### config.mk
export PLATFORM = sky130hd
export DESIGN_NAME = rtj_cordic
export DESIGN_NICKNAME = d
export VERILOG_FILES = /design/src/rtl/core/rtj_pkg.sv /design/src/rtl/core/rtj_cordic.sv
export SDC_FILE = /design/constraint.sdc
export NUM_CORES = 1
export LEC_CHECK = 0
export ABC_AREA = 1
export BUFFER_PORTS_ARGS = -buffer_cell sky130_fd_sc_hd__buf_2
export CORE_UTILIZATION = 40
export DETAILED_ROUTE_END_ITERATION = 8
export GPL_TIMING_DRIVEN = 0
export PLACE_DENSITY = 0.6
export REMOVE_ABC_BUFFERS = 1
export SLEW_MARGIN = 20
export SYNTH_ARGS = -nofsm -noshare
export SYNTH_HDL_FRONTEND = slang
export SYNTH_SLANG_ARGS = --single-unit
### constraint.sdc
create_clock -name clk -period 18.59 [get_ports clk]
set_input_delay 3.718 -clock clk [delete_from_list [all_inputs] [get_ports clk]]
set_output_delay 3.718 -clock clk [all_outputs]
set_load 0.005 [all_outputs]
### src/rtl/core/rtj_pkg.sv
package rtj_pkg;

  localparam int FRAC_BITS = 16;
  localparam int AGW = 19;
  localparam int PTW = 20;
  localparam int TW  = FRAC_BITS + 2;
  localparam int VW  = 26;
  localparam int PW  = 2 * VW;
  localparam int AW  = 56;
  localparam int CW  = 34;
  localparam int CQ_SHIFT = 30 - FRAC_BITS;

  typedef logic signed [AGW-1:0] ang_t;
  typedef logic signed [PTW-1:0] pt_t;
  typedef logic signed [TW-1:0]  trig_val_t;
  typedef logic signed [VW-1:0]  vec_t;
  typedef logic signed [PW-1:0]  prod_t;
  typedef logic signed [AW-1:0]  acc_t;
  typedef logic signed [CW-1:0]  cq_t;

  typedef struct packed {
    trig_val_t sin_r;
    trig_val_t cos_r;
    trig_val_t sin_p;
    trig_val_t cos_p;
    trig_val_t sin_y;
    trig_val_t cos_y;
  } trig_t;

  typedef struct packed {
    pt_t  rx;
    pt_t  ry;
    pt_t  rz;
    pt_t  sx;
    pt_t  sy;
    pt_t  sz;
    logic last;
  } pair_t;

  // rotated point, roll/pitch gradient terms and the reference point
  typedef struct packed {
    vec_t q0;
    vec_t q1;
    vec_t q2;
    vec_t gr0;
    vec_t gr1;
    vec_t gr2;
    vec_t u;
    vec_t gp2;
    pt_t  rx;
    pt_t  ry;
    pt_t  rz;
    logic last;
  } rot_t;

  localparam cq_t PI_Q30      = 34'sd3373259426;
  localparam cq_t HALF_PI_Q30 = 34'sd1686629713;
  localparam cq_t TWO_PI_Q30  = 34'sd6746518852;
  localparam cq_t GAIN_Q30    = 34'sd652032875;
  localparam cq_t CQ_HALF     = cq_t'(1) <<< (CQ_SHIFT - 1);
  localparam cq_t CQ_ONE      = cq_t'(1) <<< FRAC_BITS;

  localparam prod_t PROD_HALF = prod_t'(1) <<< (FRAC_BITS - 1);
  localparam acc_t  ACC_HALF  = acc_t'(1) <<< (FRAC_BITS - 1);
  localparam acc_t  S32_MAX   = acc_t'(2147483647);
  localparam acc_t  S32_MIN   = -S32_MAX - acc_t'(1);
  localparam acc_t  U32_MAX   = acc_t'(33'h0_FFFF_FFFF);

  localparam logic [2:0] CFG_ROLL    = 3'd0;
  localparam logic [2:0] CFG_PITCH   = 3'd1;
  localparam logic [2:0] CFG_YAW     = 3'd2;
  localparam logic [2:0] CFG_SHIFT_X = 3'd3;
  localparam logic [2:0] CFG_SHIFT_Y = 3'd4;
  localparam logic [2:0] CFG_SHIFT_Z = 3'd5;
  localparam logic [2:0] CFG_COUNT   = 3'd6;

  localparam logic [1:0] ANG_ROLL  = 2'd0;
  localparam logic [1:0] ANG_PITCH = 2'd1;
  localparam logic [1:0] ANG_YAW   = 2'd2;

  function automatic cq_t atan_q30(input logic [4:0] i);
    case (i)
      5'd0:    atan_q30 = 34'sd843314857;
      5'd1:    atan_q30 = 34'sd497837829;
      5'd2:    atan_q30 = 34'sd263043837;
      5'd3:    atan_q30 = 34'sd133525159;
      5'd4:    atan_q30 = 34'sd67021687;
      5'd5:    atan_q30 = 34'sd33543516;
      5'd6:    atan_q30 = 34'sd16775851;
      5'd7:    atan_q30 = 34'sd8388437;
      5'd8:    atan_q30 = 34'sd4194283;
      5'd9:    atan_q30 = 34'sd2097149;
      5'd10:   atan_q30 = 34'sd1048576;
      5'd11:   atan_q30 = 34'sd524288;
      5'd12:   atan_q30 = 34'sd262144;
      5'd13:   atan_q30 = 34'sd131072;
      5'd14:   atan_q30 = 34'sd65536;
      5'd15:   atan_q30 = 34'sd32768;
      5'd16:   atan_q30 = 34'sd16384;
      5'd17:   atan_q30 = 34'sd8192;
      5'd18:   atan_q30 = 34'sd4096;
      5'd19:   atan_q30 = 34'sd2048;
      5'd20:   atan_q30 = 34'sd1024;
      5'd21:   atan_q30 = 34'sd512;
      5'd22:   atan_q30 = 34'sd256;
      5'd23:   atan_q30 = 34'sd128;
      default: atan_q30 = '0;
    endcase
  endfunction

  function automatic vec_t tv(input trig_val_t t);
    return vec_t'(t);
  endfunction

  function automatic vec_t pv(input pt_t p);
    return vec_t'(p);
  endfunction

  // product rounded half up back to the fixed point grid
  function automatic vec_t mulq(input vec_t a, input vec_t b);
    prod_t p;
    p = prod_t'(a) * prod_t'(b) + PROD_HALF;
    return p[FRAC_BITS+VW-1:FRAC_BITS];
  endfunction

  function automatic prod_t mulw(input vec_t a, input vec_t b);
    return prod_t'(a) * prod_t'(b);
  endfunction

  function automatic acc_t rnd_q(input acc_t v);
    return (v + ACC_HALF) >>> FRAC_BITS;
  endfunction

  function automatic logic [31:0] sat_s32(input acc_t v);
    acc_t t;
    t = v;
    if (t > S32_MAX) t = S32_MAX;
    else if (t < S32_MIN) t = S32_MIN;
    return t[31:0];
  endfunction

  function automatic logic [31:0] sat_u32(input acc_t v);
    acc_t t;
    t = v;
    if (t > U32_MAX) t = U32_MAX;
    return t[31:0];
  endfunction

endpackage

### src/rtl/core/rtj_cordic.sv
module rtj_cordic
  import rtj_pkg::*;
#(
  parameter int CORDIC_STEPS = 16
) (
  input  logic  clk,
  input  logic  rst_n,
  input  logic  restart,
  input  ang_t  roll,
  input  ang_t  pitch,
  input  ang_t  yaw,
  output trig_t trig,
  output logic  trig_valid
);

  localparam int SW = $clog2(CORDIC_STEPS);
  localparam logic [SW-1:0] LAST_STEP = SW'(CORDIC_STEPS - 1);

  typedef enum logic [3:0] {
    ST_LOAD  = 4'b0001,
    ST_ITER  = 4'b0010,
    ST_STORE = 4'b0100,
    ST_DONE  = 4'b1000
  } cst_t;

  cst_t          state_r;
  logic [1:0]    idx_r;
  logic [SW-1:0] step_r;
  cq_t           x_r, y_r, z_r;
  logic          neg_r;
  trig_t         trig_r;
  logic          valid_r;

  ang_t      ang;
  cq_t       z0, z1, z2;
  logic      neg0;
  cq_t       dx, dy, at;
  trig_val_t sin_v, cos_v;

  function automatic trig_val_t finish(input cq_t v, input logic ng);
    cq_t t;
    t = (v + CQ_HALF) >>> CQ_SHIFT;
    if (ng) t = -t;
    if (t > CQ_ONE) t = CQ_ONE;
    else if (t < -CQ_ONE) t = -CQ_ONE;
    return t[TW-1:0];
  endfunction

  always_comb begin
    case (idx_r)
      ANG_ROLL:  ang = roll;
      ANG_PITCH: ang = pitch;
      default:   ang = yaw;
    endcase
    z0 = cq_t'(ang) <<< CQ_SHIFT;
    // bring into -pi..pi, then fold to the right half plane
    if (z0 > PI_Q30) z1 = z0 - TWO_PI_Q30;
    else if (z0 < -PI_Q30) z1 = z0 + TWO_PI_Q30;
    else z1 = z0;
    neg0 = 1'b0;
    z2 = z1;
    if (z1 > HALF_PI_Q30) begin
      z2 = z1 - PI_Q30;
      neg0 = 1'b1;
    end else if (z1 < -HALF_PI_Q30) begin
      z2 = z1 + PI_Q30;
      neg0 = 1'b1;
    end
    dx = y_r >>> step_r;
    dy = x_r >>> step_r;
    at = atan_q30(5'(step_r));
    sin_v = finish(y_r, neg_r);
    cos_v = finish(x_r, neg_r);
  end

  always_ff @(posedge clk) begin
    if (!rst_n) begin
      state_r <= ST_LOAD;
      idx_r   <= ANG_ROLL;
      step_r  <= '0;
      valid_r <= 1'b0;
      trig_r  <= '0;
    end else if (restart) begin
      state_r <= ST_LOAD;
      idx_r   <= ANG_ROLL;
      valid_r <= 1'b0;
    end else begin
      case (state_r)
        ST_LOAD: begin
          x_r     <= GAIN_Q30;
          y_r     <= '0;
          z_r     <= z2;
          neg_r   <= neg0;
          step_r  <= '0;
          state_r <= ST_ITER;
        end
        ST_ITER: begin
          if (z_r >= 0) begin
            x_r <= x_r - dx;
            y_r <= y_r + dy;
            z_r <= z_r - at;
          end else begin
            x_r <= x_r + dx;
            y_r <= y_r - dy;
            z_r <= z_r + at;
          end
          step_r <= step_r + 1'b1;
          if (step_r == LAST_STEP) state_r <= ST_STORE;
        end
        ST_STORE: begin
          case (idx_r)
            ANG_ROLL: begin
              trig_r.sin_r <= sin_v;
              trig_r.cos_r <= cos_v;
            end
            ANG_PITCH: begin
              trig_r.sin_p <= sin_v;
              trig_r.cos_p <= cos_v;
            end
            default: begin
              trig_r.sin_y <= sin_v;
              trig_r.cos_y <= cos_v;
            end
          endcase
          if (idx_r == ANG_YAW) begin
            state_r <= ST_DONE;
            valid_r <= 1'b1;
          end else begin
            idx_r   <= idx_r + 1'b1;
            state_r <= ST_LOAD;
          end
        end
        ST_DONE: state_r <= ST_DONE;
        default: state_r <= ST_LOAD;
      endcase
    end
  end

  assign trig       = trig_r;
  assign trig_valid = valid_r;

endmodule

Yosys cells after proc, flatten, opt, wreduce, memory -nomap -nowiden:

Memory sizes are Yosys's and may differ from the RTL's. A register that Yosys moved wholly into a read port is not among the register bits.
Cells that the tools add are included.

* register bits after elaboration: 222
* bits in read-only memories: 480
* input port bits: 60
* output and inout port bits: 109
* logic and storage cells: 90
* memories: 1

* $add $sub $neg: 16
* $lt $le $gt $ge: 9
* equal/unequal tests: 8
* shift-type cells: 2
* muxes and demuxes: 24
* bitwise operators: 4
* reduce and logical (&&, ||, !) cells: 12

Memories
* (name not given): words 16, width 30, rd ports 1, clocked after Yosys merged registers in 1, wr ports 0, line rtj_pkg.sv:82 `case (i)`

Operator list (number)
* 2-to-1 mux 34 bit: 9
* one-hot mux 34 bit (2 select lines): 3
* adder 34 bit: 3
* subtractor 34 bit: 3
* 2-to-1 mux 18 bit: 4
* adder 34 x 15 -> 34 bit (second input constant): 2
* greater-than comparator 34 x 18 -> 1 bit (second input constant): 2
* less-than comparator 34 x 17 -> 1 bit (second input constant): 2
* negator 20 -> 34 bit: 2
* >>> shifter 34 x 4 -> 34 bit: 2
* one-hot mux 19 bit (2 select lines): 1
* adder 33 x 34 -> 34 bit (second input constant): 1
* adder 34 x 33 -> 34 bit (second input constant): 1
* >= comparator 34 x 1 -> 1 bit (second input constant): 1
* greater-than comparator 34 x 32 -> 1 bit (second input constant): 1
* less-than comparator 34 x 32 -> 1 bit (second input constant): 1
* subtractor 33 x 34 -> 34 bit (second input constant): 1
* subtractor 34 x 33 -> 34 bit (second input constant): 1
* greater-than comparator 33 bit (second input constant): 1
* less-than comparator 33 bit (second input constant): 1
* 2-to-1 mux 4 bit: 4
* one-hot mux 4 bit (4 select lines): 1
* AND reduction 3 bit: 5
* == test 4 bit (second input constant): 2
* 15 further kinds: 21

Depth between registers and ports, before layout:

Gate-level depths: netlist of the first run.

* depth after elaboration: 9
* mapped depth: 35
* gate-level depth less buffers: 33

Least setup slack after synthesis of the first run:

Ideal clock, no wire load.

* kind: input-to-reg
* from: input port rst_n
* to: register x_r[0] (enable)
* setup time: 0.564 ns
* arrival time: 8.284 ns
* required time: 18.026 ns
* slack: 9.742 ns
* cell stages on the path: 4
* buffers on the path: 0
* path through: inv_1 > nor2_1 > inv_1 > nor2_1

* word-level cells in the longest chain between the ends: 1

RTL lines
* start: declaration: line rtj_cordic.sv:7 `input logic rst_n,`
* AND reduction 3 bit (no source line)
* end signal: assignment: line rtj_cordic.sv:99 `x_r <= x_r - dx;`
* end signal: assignment: line rtj_cordic.sv:103 `x_r <= x_r + dx;`
* end: declaration: line rtj_cordic.sv:29 `cq_t x_r, y_r, z_r;`

No other way between the ends.
A chain may end at the register's enable or synchronous reset.

Final worst setup path of the first run:

* from: input port roll[1]
* to: register z_r[4], data pin

* word-level cells in the longest chain between the ends: 8
* elaborated cells between the ends (all ways): 14
* classes of those cells: 4 x add/sub; 4 x order compare; 6 x mux

RTL lines
* start: declaration: line rtj_cordic.sv:9 `input ang_t roll,`
* one-hot mux 19 bit (2 select lines) (*): line rtj_cordic.sv:50 `case (idx_r)`
* adder 33 x 34 -> 34 bit / less-than comparator 33 bit (equally long branches): line rtj_cordic.sv:58 `else if (z0 < -PI_Q30) z1 = z0 + TWO_PI_Q30;`
* 2-to-1 mux 34 bit: line rtj_cordic.sv:58
* 2-to-1 mux 34 bit (*): line rtj_cordic.sv:57 `if (z0 > PI_Q30) z1 = z0 - TWO_PI_Q30;`
* less-than comparator 34 x 32 -> 1 bit / adder 34 x 33 -> 34 bit (equally long branches): line rtj_cordic.sv:65, rtj_cordic.sv:66
* 2-to-1 mux 34 bit: line rtj_cordic.sv:65 `end else if (z1 < -HALF_PI_Q30) begin`
* 2-to-1 mux 34 bit (*): line rtj_cordic.sv:62 `if (z1 > HALF_PI_Q30) begin`
* one-hot mux 34 bit (2 select lines) (*): line rtj_cordic.sv:88 `case (state_r)`
* end signal: assignment: line rtj_cordic.sv:92 `z_r <= z2;`
* end signal: assignment: line rtj_cordic.sv:101 `z_r <= z_r - at;`
* end signal: assignment: line rtj_cordic.sv:105 `z_r <= z_r + at;`
* end: declaration: line rtj_cordic.sv:29

Mark *: on every way between the ends. The rest lies on a longest branch, timed or not.

==> out/summary.txt, run 1 <==
Port bufs -> 168
Hold Vio Cnt, Final -> 0
Antenna violations before repair -> 2
H-tree Lvls -> 1
Total power -> 1.72 mW
Final Max Slew Viols -> 0
Crit path max fanout -> 19
Status -> finished clean
Yosys warning count -> 0
Layout cells sized above 1 -> 9.74%
Post-route ant nets -> 0
Post-CTS Resized -> 0
HPWL Detailed -> 58300 um
# Post-CTS Setup Buffers -> 0
Min setup slack post-route -> 11.28 ns
Crit path time final -> 7.31 ns
DR vias -> 25073
Wirelength per Cell -> 15.6 um
Largest net degree at the start of global routing -> 79
Final non-filler cell total -> 4734
Max Buffers Root-to-Sink -> 3
P_leak -> 12.9 nW
CP Capture Type -> register
Die Height -> 249 um
Worst path most repeated cell -> nand2_1
TritonCTS Sinks -> 250
Critical path class -> in2reg
Final setup viols -> 0
Seq/Total Area, Yosys -> 24.7%
First-pass GRT wire length -> 120000 um
CTS tree -> built
RSZ-0062 raised after global routing -> no
CTS Hold Bufs -> 0
Slew headroom -> 35.3%
DRC viols -> 0
Most frequent cells in the layout -> nand2_1, inv_1, o21ai_0, a21oi_1, nor2_1
Worst Path Buf+Inv -> 4
Dpl cells -> 4677
DIE AREA -> 62100 sq um
Seq cells post-synth -> 250
Top_reg_cell synth -> dfxtp_1
DRT iter0 DRCs -> 2022
Pwr per Cell Area -> 62.9 nW/um^2
TritonCTS Buffers -> 30
Clk root buf -> clkbuf_16
Row count -> 90
Clock Skew -> 0.0756 ns
GRT Residual Overflow -> 0
Drt pass-1 iters -> 6
Final wirelength -> 74000 um
Worst path required time -> 18.89 ns
VDD IR-drop max -> 0.0720 mV
Placer Congestion -> 0.899
Fin crit share -> 39.3%
Post-Syn Area -> 24400 sq um
Syn-to-layout area delta -> 11.9%
Min-delay worst type -> reg2reg
Syn Inst Count -> 3836
Distinct cells, synth -> 62
Max-cap viol count -> 0
Crit-path leading delay family -> simple AND/OR/NAND/NOR gates
CP arrival -> 7.61 ns
Core Area -> 60400 sq um
Number of global-route vias before repair -> 22918
Crit start category -> primary input
CP peak stage delay -> 0.32 ns
Number of enable flip-flop cells after synthesis -> 103
Die width -> 249 um
Layout Nets -> 4116
Vias/cell -> 5.30
Clk pin slew, worst setup/hold paths -> 0.06 ns
Initial core utilization -> 40.5%
IO Count -> 169
Commonest non-fill, non-tap cell in the layout -> nand2_1
WP depth -> 26
Mean Syn Cell Area -> 6.37 sq um
Clk_lat worst skew -> 0.63 ns
Reg2reg path depth -> 27
Hold depth -> 2
Fillers -> 6448
Least-Margin Pin Slew -> 0.961 ns
Asr flop ratio synth -> 0%
Pre-CTS WS -> 10.78 ns
All-layer global routing usage -> 23.3%
Final core utilization -> 45.3%
CP max-delay cell -> nand2_1
TNS Setup -> 0 ns
Fmax -> 0.137 GHz
## sequential cells by signal, indices dropped and copies added (netlist names)
| name | flops |
|---|---|
| z_r | 34 |
| state_r | 4 |
| step_r | 4 |
| x_r | 34 |
| y_r | 34 |
| trig_valid | 1 |
| trig | 108 |
| at | 28 |
| idx_r | 2 |
| neg_r | 1 |
## tightest hold or removal path, delay by kind of cell (launching register included)
family	cells	cell delay, ns
buffers and inverters	1	0.05
flip-flops	1	0.31
AO/OA/AOI/OAI	1	0.06
## per-layer routing
layer	GRT usage (%)	vias to the layer above	routed length, um	part of all wire (%)
met2	36.6	576	32200	43
met4	3.56	2	846	1.1
met1	34.6	11496	37200	50
li1	-	12944	-	-
met5	0	-	8	0.011
met3	2.33	55	3780	5.1
## cell usage after synthesis (all sizes together), types with 4 or more instances
cell,number,area (sq um)
or2,28,175
nand4,63,394
clkbuf,89,334
o21ai,409,2050
a21boi,11,93.8
dfxtp,147,2940
edfxtp,103,3090
o21a,32,240
a21o,7,52.6
xnor2,42,368
nand3,214,1110
a21oi,330,1700
a31oi,38,253
o21bai,7,52.6
o211ai,16,120
nand3b,9,67.6
and2,10,62.6
inv,433,1630
ha,126,1580
nand2,1041,4030
o31ai,17,128
mux2i,36,360
a211oi,4,30.0
xor2,151,1330
a22oi,5,37.5
nor4,17,131
nor3,57,317
nor2,319,1230
nor3b,5,37.5
buf,51,304
## per-stage QoR
step,hold WS [ns],instance area [sq um]
after detailed placement,0.449,26200
after CTS,0.465,27300
after global placement,0.448,25600
final,0.465,27300
after floorplan,0.447,23800
after global routing,0.511,27300
## cell type report
cell class / count / area [sq um] / share of cell area (%)
flip-flops and latches: 250 / 6040 / 22.1
clock inverters: 11 / 123 / 0.448
clock buffers: 45 / 996 / 3.64
inverters: 436 / 1640 / 6.01
diodes: 1 / 2.50 / 0.00915
multi-input cells: 3010 / 16200 / 59.1
well taps: 782 / 978 / 3.58
repair buffers: 199 / 1410 / 5.15
## path summary, 6_finish.rpt
path	startpoint	end	slack (ns)
worst max-delay path	roll[1]	z_r[4]	11.28
worst min-delay path	trig_valid	trig_valid	0.46
worst max register to register	step_r[1]	y_r[33]	11.71
worst min register to register	trig_valid	trig_valid	0.46
## where the power goes
group	leakage (nW)	internal, mW	switching (mW)	total [mW]
Sequential	2.11	0.586	0.0116	0.598
Combinational	10.3	0.160	0.315	0.475
Clock	0.553	0.388	0.260	0.648
Total	12.9	1.13	0.587	1.72
## kinds of logic after synthesis
kind of cell             count (synthesis)  share of synthesized area (%)
AO/OA/AOI/OAI                          889                           19.9
flip-flops                             250                           24.7
AND/OR/NAND/NOR                       1763                           30.9
buffers and inverters                  576                           9.32
XOR/XNOR                               193                           6.95
adder cells (fa/ha/maj)                129                           6.70
multiplexers                            36                           1.47
No activity file was read; power rests on OpenSTA's default activity.
==> run 2, diff against run 1 <==
- ABC_AREA: 1 -> 0
- clock period: 18.59 -> 7.05 ns (I/O delays scaled with it)
==> run 2 against run 1 <==
Compared with the run above: cell count down 26%; critical path depth fell by 2; register-to-register slack worse by 11 ns; clock skew is 0.033 ns lower; final area decreased by 8.7%; sequential power grew to 2.6 times the previous value; via count shrank 18%; total power grew 140%; global-route usage decreased by 1.4 points; largest power group is now sequential cells; highest routed layer unchanged.
==> out/summary.txt, run 2 <==
Number of enable flip-flop cells after synthesis -> 103
GRT Residual Overflow -> 0
Max-cap viol count -> 0
P_leak -> 9.78 nW
CP arrival -> 6.95 ns
Final non-filler cell total -> 3511
HPWL Detailed -> 48600 um
DRC viols -> 0
CTS tree -> built
Min setup slack post-route -> 0.487 ns
Clock Skew -> 0.0428 ns
Wirelength per Cell -> 18.3 um
Total power -> 4.12 mW
RSZ-0062 raised after global routing -> no
Worst path required time -> 7.44 ns
Crit start category -> register
Max reg flops -> 108
Critical path class -> reg2reg
Post-route ant nets -> 0
Number of global-route vias before repair -> 19639
H-tree Lvls -> 1
Met3 Resource Use GR -> 2.38%
DIE AREA -> 56600 sq um
Placer Congestion -> 0.904
Clk pin slew, worst setup/hold paths -> 0.06 ns
Row count -> 86
Final wirelength -> 64200 um
Worst-path cell chain -> buf_16, mux4_2, mux4_2, or3_1, nand2b_1, nand2b_1, nand2b_1, nor2_2, nor2_1, xnor2_1, ha_1, a21o_1, a21o_1, a21o_1, nor3_1, o21ai_0, a31oi_1, o22ai_1, a221o_1, and2_1, o41ai_2, o21ai_0, o21a_1, nor3_1
Worst flop-to-flop path startpoint -> step_r[1]
DRT iter0 DRCs -> 1395
Commonest non-fill, non-tap cell in the layout -> nand2_1
Syn Inst Count -> 2646
Drt pass-1 iters -> 5
Hold path start -> trig[42]
Syn-to-layout area delta -> 12.1%
Port bufs -> 168
Largest area contributor in the netlist -> edfxtp_1
Layout cells sized above 1 -> 15.1%
Least-Margin Pin Slew -> 0.983 ns
Hold depth -> 2
Yosys top cell area share -> 13.9%
Yosys warning count -> 0
WHS Endpoint -> trig[42]
IO Count -> 169
Worst reg2reg endpoint -> y_r[33]
Status -> finished clean
Crit path time final -> 6.56 ns
Core Area -> 55100 sq um
CP peak stage delay -> 0.62 ns
Die width -> 238 um
CP Capture Type -> register
Final setup viols -> 0
First-pass GRT wire length -> 103000 um
Reg-to-reg slack, setup -> 0.49 ns
Seq cells post-synth -> 250
Mean Syn Cell Area -> 8.42 sq um
Worst hold slack -> 0.448 ns
All-layer global routing usage -> 21.9%
Final Max Slew Viols -> 0
Min-delay worst type -> reg2reg
Top cells by area, synth -> edfxtp_1, dfxtp_1, mux4_2
N_diodes -> 0
Clk root buf -> clkbuf_16
Dpl cells -> 3453
Top_reg_cell synth -> dfxtp_1
Fin crit share -> 93.1%
Pre-CTS WS -> -0.153 ns
CTS Hold Bufs -> 0
Seq/Total Area, Yosys -> 27.1%
TritonCTS Buffers -> 29
Most frequent cells in the layout -> nand2_1, o21ai_0, nor2_1, a21oi_1, buf_2
Post-synth top cells -> nand2_1, o21ai_0, nor2_1
Asr flop ratio synth -> 0%
Grt met1 use -> 28.3%
Largest net degree at the start of global routing -> 73
Fmax -> 0.152 GHz
DR vias -> 20448
Die Height -> 238 um
Initial core utilization -> 40.4%
Count leader, synth -> nand2_1
Reg2reg path depth -> 24
Max Buffers Root-to-Sink -> 3
CP max-delay cell -> mux4_2
Hold Vio Cnt, Final -> 0
Distinct cells, synth -> 92
Antenna violations before repair -> 1
Pwr per Cell Area -> 165 nW/um^2
Post-Syn Area -> 22300 sq um
Vias/cell -> 5.82
VDD IR-drop max -> 0.158 mV
Slew headroom -> 34.0%
Top Usage Layer GRT -> met2
Crit path max fanout -> 63
Layout Nets -> 2931
Clk_lat worst skew -> 0.58 ns
Met2 Use GR -> 37.9%
TritonCTS Sinks -> 250
run 2: cell count changes after synthesis, sizes merged, moves of 96 or more:
| cell | delta |
|---|---|
| o21ai | -165 |
| nand2 | -730 |
| xnor2 | +112 |
| nor2 | -96 |
| inv | -367 |
| a21oi | -147 |
| nand3 | -149 |
run 2: layout make-up:
type,instances,area [sq um]
timing repair buffer,198,1270
multi-input combinational,2197,15500
fill,5448,30100
sequential,250,6050
inverter,66,250
clock inverter,13,90.1
tap,748,936
clock buffer,39,876
run 2: worst max-delay path by stage:
stage,cells past startpoint,endpoint,slack (ns),from
detailed placement,26,y_r[33],-0.15,step_r[0]
global route,19,z_r[14],0.02,idx_r[0]
CTS,23,y_r[33],0.11,step_r[0]
floorplan,23,x_r[32],-0.99,step_r[0]
finish,24,y_r[33],0.49,step_r[1]
global placement,19,x_r[32],-2.47,step_r[0]
run 2: report_power, final:
part | switching [mW] | total (mW) | internal (mW)
Combinational | 0.593 | 1.02 | 0.422
Sequential | 0.0405 | 1.58 | 1.54
Clock | 0.650 | 1.52 | 0.874
Total | 1.28 | 4.12 | 2.84
run 2: kinds of logic after synthesis:
family,after synthesis,share of synthesized area [%]
DFF,250,27.1
and+or+nand+nor,908,19.3
xor gates and xnor gates,264,10.4
buffers and inverters,199,3.68
adders and majority gates,129,7.35
AOI/OAI and AO/OA,755,21.6
muxes,141,10.5
run 2: what timing repair did:
item	4_1_cts	5_1_grt
setup endpoints to repair	5	33
setup buffers	1	5
pin swaps	0	2
resized for setup	2	8
run 2: per-stage QoR:
step / setup TNS (ns) / area, sq um / utilization (%)
floorplan: -11.21 / 21700 / -
global placement: -303.88 / 23500 / 42.6
detailed placement: -0.339 / 23900 / 43.3
CTS: 0 / 24900 / 45.1
global route: 0 / 25000 / 45.3
finish: 0 / 25000 / 45.3
run 2: metal layers:
metal / up-vias / routed length [um]
met3: 119 / 3080
met1: 9813 / 27800
li1: 9917 / -
met2: 597 / 31300
met4: 2 / 1990
met5: - / 13
run 2: critical path: cells and delay by family, from the launching register on:
kind	cells	cell delay, ns
compound gates	10	2.24
simple gates	9	1.70
mux	2	1.18
flops	1	0.42
fa+ha+maj	1	0.36
buf+inv	1	0.30
xor+xnor	1	0.17
